<file path="src/design/terrain_grid_bilinear_lookup_defines.svh">
// Assertion macros for the terrain grid bilinear lookup.
`ifndef TERRAIN_GRID_BILINEAR_LOOKUP_DEFINES_SVH
`define TERRAIN_GRID_BILINEAR_LOOKUP_DEFINES_SVH
`ifndef SYNTHESIS
`define TGBL_ASSERT_IMP(lbl, clk, rst, a, c) \
  lbl: assert property (@(posedge clk) disable iff (rst) (a) |-> (c)) \
    else $error("assertion failed");
`define TGBL_ASSERT_NXT(lbl, clk, rst, a, c) \
  lbl: assert property (@(posedge clk) disable iff (rst) (a) |=> (c)) \
    else $error("assertion failed");
`else
`define TGBL_ASSERT_IMP(lbl, clk, rst, a, c)
`define TGBL_ASSERT_NXT(lbl, clk, rst, a, c)
`endif
`endif

</file>
<file path="src/design/tgbl_pkg.sv">
// Shared types and constants of the terrain grid bilinear lookup.
package tgbl_pkg;
  localparam int DEF_MAX_ROWS = 128;
  localparam int DEF_MAX_COLS = 128;

  localparam int S_TDATA_W = 96;
  localparam int M_TDATA_W = 24;
  localparam int CFG_INDEX_W = 3;
  localparam int CFG_DATA_W = 32;

  localparam int DIVIDEND_W = 48;
  localparam int DIVISOR_W = 20;

  localparam logic OP_LOAD = 1'b0;
  localparam logic OP_QUERY = 1'b1;

  localparam logic [CFG_INDEX_W-1:0] REG_SW_LAT = 3'd0;
  localparam logic [CFG_INDEX_W-1:0] REG_SW_LON = 3'd1;
  localparam logic [CFG_INDEX_W-1:0] REG_SPACING = 3'd2;
  localparam logic [CFG_INDEX_W-1:0] REG_GRID_ROWS = 3'd3;
  localparam logic [CFG_INDEX_W-1:0] REG_GRID_COLS = 3'd4;

  localparam logic [19:0] SPACING_RESET = 20'd2778;
  localparam logic [7:0] GRID_SIZE_RESET = 8'd2;

  localparam logic [2:0] MS_NONE = 3'd0;
  localparam logic [2:0] MS_P1 = 3'd1;
  localparam logic [2:0] MS_V1P2 = 3'd2;
  localparam logic [2:0] MS_V2 = 3'd3;
  localparam logic [2:0] MS_P3 = 3'd4;
  localparam logic [2:0] MS_ACC = 3'd5;

  typedef struct packed {
    logic take;
    logic load;
    logic clamp;
    logic rd_en;
    logic [1:0] rd_sel;
    logic cap_en;
    logic [1:0] cap_sel;
    logic [2:0] mstep;
    logic out_load;
  } cmd_t;

  typedef struct packed {
    logic loaded;
    logic div_busy;
  } status_t;
endpackage

</file>
<file path="src/design/tgbl_ctrl.sv">
// Controller state machine: input and output handshakes, query sequencing.
`include "terrain_grid_bilinear_lookup_defines.svh"
module tgbl_ctrl (
  input  logic clk,
  input  logic rst,
  input  logic s_tvalid,
  output logic s_tready,
  input  logic s_tuser,
  output logic m_tvalid,
  input  logic m_tready,
  input  tgbl_pkg::status_t status,
  output tgbl_pkg::cmd_t cmd
);
  import tgbl_pkg::*;

  localparam logic [3:0] ST_IDLE = 4'd0;
  localparam logic [3:0] ST_DIV = 4'd1;
  localparam logic [3:0] ST_CLP = 4'd2;
  localparam logic [3:0] ST_RD0 = 4'd3;
  localparam logic [3:0] ST_RD1 = 4'd4;
  localparam logic [3:0] ST_RD2 = 4'd5;
  localparam logic [3:0] ST_RD3 = 4'd6;
  localparam logic [3:0] ST_RD4 = 4'd7;
  localparam logic [3:0] ST_M0 = 4'd8;
  localparam logic [3:0] ST_M1 = 4'd9;
  localparam logic [3:0] ST_M2 = 4'd10;
  localparam logic [3:0] ST_M3 = 4'd11;
  localparam logic [3:0] ST_M4 = 4'd12;
  localparam logic [3:0] ST_OUT = 4'd13;

  logic [3:0] state;
  logic [3:0] state_next;
  logic accept;

  assign s_tready = (state == ST_IDLE);
  assign accept = s_tvalid && s_tready;

  always_comb begin
    cmd = '0;
    state_next = state;
    case (state)
      ST_IDLE: begin
        if (accept) begin
          if (s_tuser == OP_LOAD) begin
            cmd.load = 1'b1;
          end else begin
            cmd.take = 1'b1;
            state_next = status.loaded ? ST_DIV : ST_OUT;
          end
        end
      end
      ST_DIV: if (!status.div_busy) state_next = ST_CLP;
      ST_CLP: begin
        cmd.clamp = 1'b1;
        state_next = ST_RD0;
      end
      ST_RD0: begin
        cmd.rd_en = 1'b1;
        cmd.rd_sel = 2'd0;
        state_next = ST_RD1;
      end
      ST_RD1: begin
        cmd.rd_en = 1'b1;
        cmd.rd_sel = 2'd1;
        cmd.cap_en = 1'b1;
        cmd.cap_sel = 2'd0;
        state_next = ST_RD2;
      end
      ST_RD2: begin
        cmd.rd_en = 1'b1;
        cmd.rd_sel = 2'd2;
        cmd.cap_en = 1'b1;
        cmd.cap_sel = 2'd1;
        state_next = ST_RD3;
      end
      ST_RD3: begin
        cmd.rd_en = 1'b1;
        cmd.rd_sel = 2'd3;
        cmd.cap_en = 1'b1;
        cmd.cap_sel = 2'd2;
        state_next = ST_RD4;
      end
      ST_RD4: begin
        cmd.cap_en = 1'b1;
        cmd.cap_sel = 2'd3;
        state_next = ST_M0;
      end
      ST_M0: begin
        cmd.mstep = MS_P1;
        state_next = ST_M1;
      end
      ST_M1: begin
        cmd.mstep = MS_V1P2;
        state_next = ST_M2;
      end
      ST_M2: begin
        cmd.mstep = MS_V2;
        state_next = ST_M3;
      end
      ST_M3: begin
        cmd.mstep = MS_P3;
        state_next = ST_M4;
      end
      ST_M4: begin
        cmd.mstep = MS_ACC;
        state_next = ST_OUT;
      end
      ST_OUT: begin
        // hold until the output register is free
        if (!m_tvalid || m_tready) begin
          cmd.out_load = 1'b1;
          state_next = ST_IDLE;
        end
      end
      default: state_next = ST_IDLE;
    endcase
  end

  always_ff @(posedge clk) begin
    if (rst) begin
      state <= ST_IDLE;
      m_tvalid <= 1'b0;
    end else begin
      state <= state_next;
      if (cmd.out_load) m_tvalid <= 1'b1;
      else if (m_tready) m_tvalid <= 1'b0;
    end
  end

  `TGBL_ASSERT_IMP(a_idle_div_quiet, clk, rst, state == ST_IDLE, !status.div_busy)
  `TGBL_ASSERT_NXT(a_unloaded_to_out, clk, rst, cmd.take && !status.loaded, state == ST_OUT)
  `TGBL_ASSERT_NXT(a_result_held, clk, rst, m_tvalid && !m_tready, m_tvalid)
endmodule

</file>
<file path="config.mk">
export PLATFORM = sky130hd
export DESIGN_NAME = tgbl_ctrl
export DESIGN_NICKNAME = d
export VERILOG_FILES = /design/src/design/tgbl_pkg.sv /design/src/design/tgbl_ctrl.sv
export VERILOG_INCLUDE_DIRS = /design/src /design/src/design
export SDC_FILE = /design/constraint.sdc
export NUM_CORES = 1
export LEC_CHECK = 0
export ABC_AREA = 0
export BUFFER_PORTS_ARGS = -buffer_cell sky130_fd_sc_hd__buf_2
export CELL_PAD_IN_SITES_DETAIL_PLACEMENT = 0
export CELL_PAD_IN_SITES_GLOBAL_PLACEMENT = 2
export CORE_MARGIN = 2
export CORE_UTILIZATION = 20
export CTS_CLUSTER_DIAMETER = 50
export DETAILED_ROUTE_END_ITERATION = 10
export PLACE_DENSITY_LB_ADDON = 0.25
export SYNTH_ARGS = -nofsm -noshare
export SYNTH_HDL_FRONTEND = slang
export SYNTH_SLANG_ARGS = --single-unit
</file>
<file path="constraint.sdc">
create_clock -name clk -period 1.05 [get_ports clk]
set_input_delay 0.0525 -clock clk [delete_from_list [all_inputs] [get_ports clk]]
set_output_delay 0.0525 -clock clk [all_outputs]
set_load 0.05 [all_outputs]
</file>
==> qor.yml <==
num_io_pins: 22
hold_path_end: "state[3]$_SDFFE_PP0P_"
fin_skew_ps: 4.258
cts.sinks: 5
powerDensity_nw_per_um2: 3197
fp.dieH_um: 52.11
htree_levels: 1
tns_ps: -4312
synth_edf_count: 0
setup_ws_ps: -311.1
diodes: 0
syn_avg_cell_area_um2: 7.467
rr_worst_depth: 7
synth_cells: 62
path_class: "reg -> out"
violations: "setup timing"
cp-end-kind: "output pin"
r2r_setup_slack_ps: -230
dieArea_um2: 2715
grt-ovfl-total: 0
cts_tree: "yes"
dp_cells: 117
worstHoldStart: "rst"
fp.dieW_um: 52.11
area_growth_syn_to_layout_pct: 158.9
required_ps: 1000
ys_ff_latch: 5
yosysSeqAreaShare_pct: 21.62
clkLatencyLatePin_ps: 250
rsz0062_at_grt: "true"
worstReg2RegEnd: "state[0]$_SDFFE_PP0P_"
dpl.hpwl_um: 1095
grt_pass1_vias: 647
status: "finished with violations"
hold_path.class: "in -> reg"
path_clk_slew_ps: 50
fill_cells: 209
antenna_left: 0
initial_core_util_pct: 21.13
wl_per_cell_um: 12.81
drv_cap: 0
drt_pass1_iterations: 4
synth_nets: 69
port_buffers: 21
multi_input_area_um2: 516.7
cp-start-kind: "flop"
arrival_ps: 1310
p_leak_uw: 0.0005313
fmax_mhz: 734.7
min_period_ps: 1361
first_iter_violations: 7
netlist_area_um2: 462.9
placed_area_um2: 764.5
worst_slew_pin_slew_ps: 382.2
drive_above_1_share_pct: 82.88
drt_wl_total_um: 1780
ys_types: 29
report.final.hold_viol_count: 0
sequential_cell_area_um2: 116.4
cts_hold_buf: 0
fp.coreArea_um2: 2191
track_usage_pct: 15.16
ir_worst_vdd_v: 0.001894
vias: 636
rr_startpoint: "state[2]$_SDFFE_PP0P_"
power_uw: 3832
place_ws_ps: -209.9
final_area_um2: 1199
numCtsBuffers: 3
slew_violations: 0
worstPathMaxFanout: 4
synthFlopType: "dfxtp_1"
placementRows: 17
cts-root-buf: "clkbuf_4"
ys_warn_count: 0
finalSetupViolCount: 19
grt_max_degree: 9
fin_crit_sh_pct: 129.6
final_cells: 139
async_flop_share_pct: 0
min_path_cells: 2
antenna_found_initial: 0
clockBufferDepth: 2
max_slew_margin_pct: 74.41
grt_pass1_wl_um: 2994
drt-vias-per-instance: 4.576
gp_congestion: 0.7396
drc_errors: 0
final_nets: 119
-- Yosys cell counts, types with 2 or more instances --
library cell / number / area, um^2
a21oi_1: 6 / 30.03
and3_1: 2 / 12.51
buf_4: 3 / 22.52
buf_6: 2 / 22.52
dfxtp_1: 5 / 100.1
inv_1: 4 / 15.01
nand2_1: 2 / 7.510
nand2b_1: 4 / 25.02
nand3_1: 2 / 10.01
nor2_1: 9 / 33.78
nor3_2: 2 / 20.02
nor4b_1: 2 / 17.52
o21ai_1: 2 / 10.01
xnor2_1: 2 / 17.52
-- where the power goes --
part / internal [uW] / switching (uW)
sequential: 284 / 154
clock: 145 / 94.3
combinational: 1510 / 1640
-- cell usage in the layout (no fill, tap or decap), drive strengths merged, types with 2 or more instances in the layout --
| master | Yosys | routed |
|---|---|---|
| a21oi | 6 | 6 |
| and3 | 2 | 2 |
| buf | 5 | 50 |
| clkbuf | 0 | 4 |
| dfxtp | 5 | 5 |
| inv | 5 | 5 |
| nand2 | 2 | 2 |
| nand2b | 4 | 4 |
| nand3 | 2 | 2 |
| nor2 | 10 | 10 |
| nor3 | 2 | 2 |
| nor4b | 2 | 2 |
| o21ai | 3 | 3 |
| xnor2 | 2 | 2 |
-- sequential cells by signal (all words and copies together), names as in the netlist --
register	flops
state	4
m_tvalid	1
-- area by class of cell --
class / instances / area share (%)
Inverter: 5 / 2.192
Multi-Input combinational cell: 47 / 43.11
Sequential cell: 5 / 9.708
Tap cell: 28 / 2.923
Clock buffer: 4 / 2.192
Timing Repair Buffer: 50 / 39.87
-- metrics by stage --
step	hold WS, ps	utilization, %
after floorplan	114.2	-
after global placement	304.5	34.89
after detailed placement	299.9	34.89
after CTS	39.20	52.26
after global routing	35.45	54.71
final	34.56	54.71
-- layer usage --
layer / GRT usage (%) / vias to the layer above / wire [um]
li1: - / 314 / -
met1: 19.12 / 305 / 745
met2: 26.37 / 17 / 971
met3: 2.586 / 0 / 64
met4: 3.947 / 0 / 0
met5: 0 / - / 0
-- worst max-delay path, cell delays in order, from the launching register on --
cell and delay, ps:
dfxtp_4 340, buf_6 120, nor2_4 120, nand3_4 110, nor3b_4 190, buf_6 180
-- worst max path at each step --
| stage | from | endpoint | slack (ps) | depth (start not counted) |
|---|---|---|---|---|
| after global routing | state[0]$_SDFFE_PP0P_ | cmd[11] | -370 | 5 |
| after CTS | state[0]$_SDFFE_PP0P_ | cmd[11] | -320 | 5 |
| after global placement | state[3]$_SDFFE_PP0P_ | state[0]$_SDFFE_PP0P_ | -200 | 3 |
| after detailed placement | state[0]$_SDFFE_PP0P_ | cmd[11] | -210 | 5 |
| final | state[0]$_SDFFE_PP0P_ | cmd[11] | -310 | 5 |
| after floorplan | state[0]$_SDFFE_PP0P_ | cmd[10] | -160 | 3 |
-- repair_timing --
item	in CTS	in global routing
pin swaps	11	12
buffers inserted	17	1
setup endpoints to repair	18	19
resized for setup	66	10
-- cell families after synthesis --
group | synth area share (%)
XOR/XNOR | 3.784
AO/OA/AOI/OAI | 21.35
AND/OR/NAND/NOR | 39.46
buffers and inverters | 13.78
flip-flops | 21.62
Note: power is estimated with default switching activity, not from simulation.
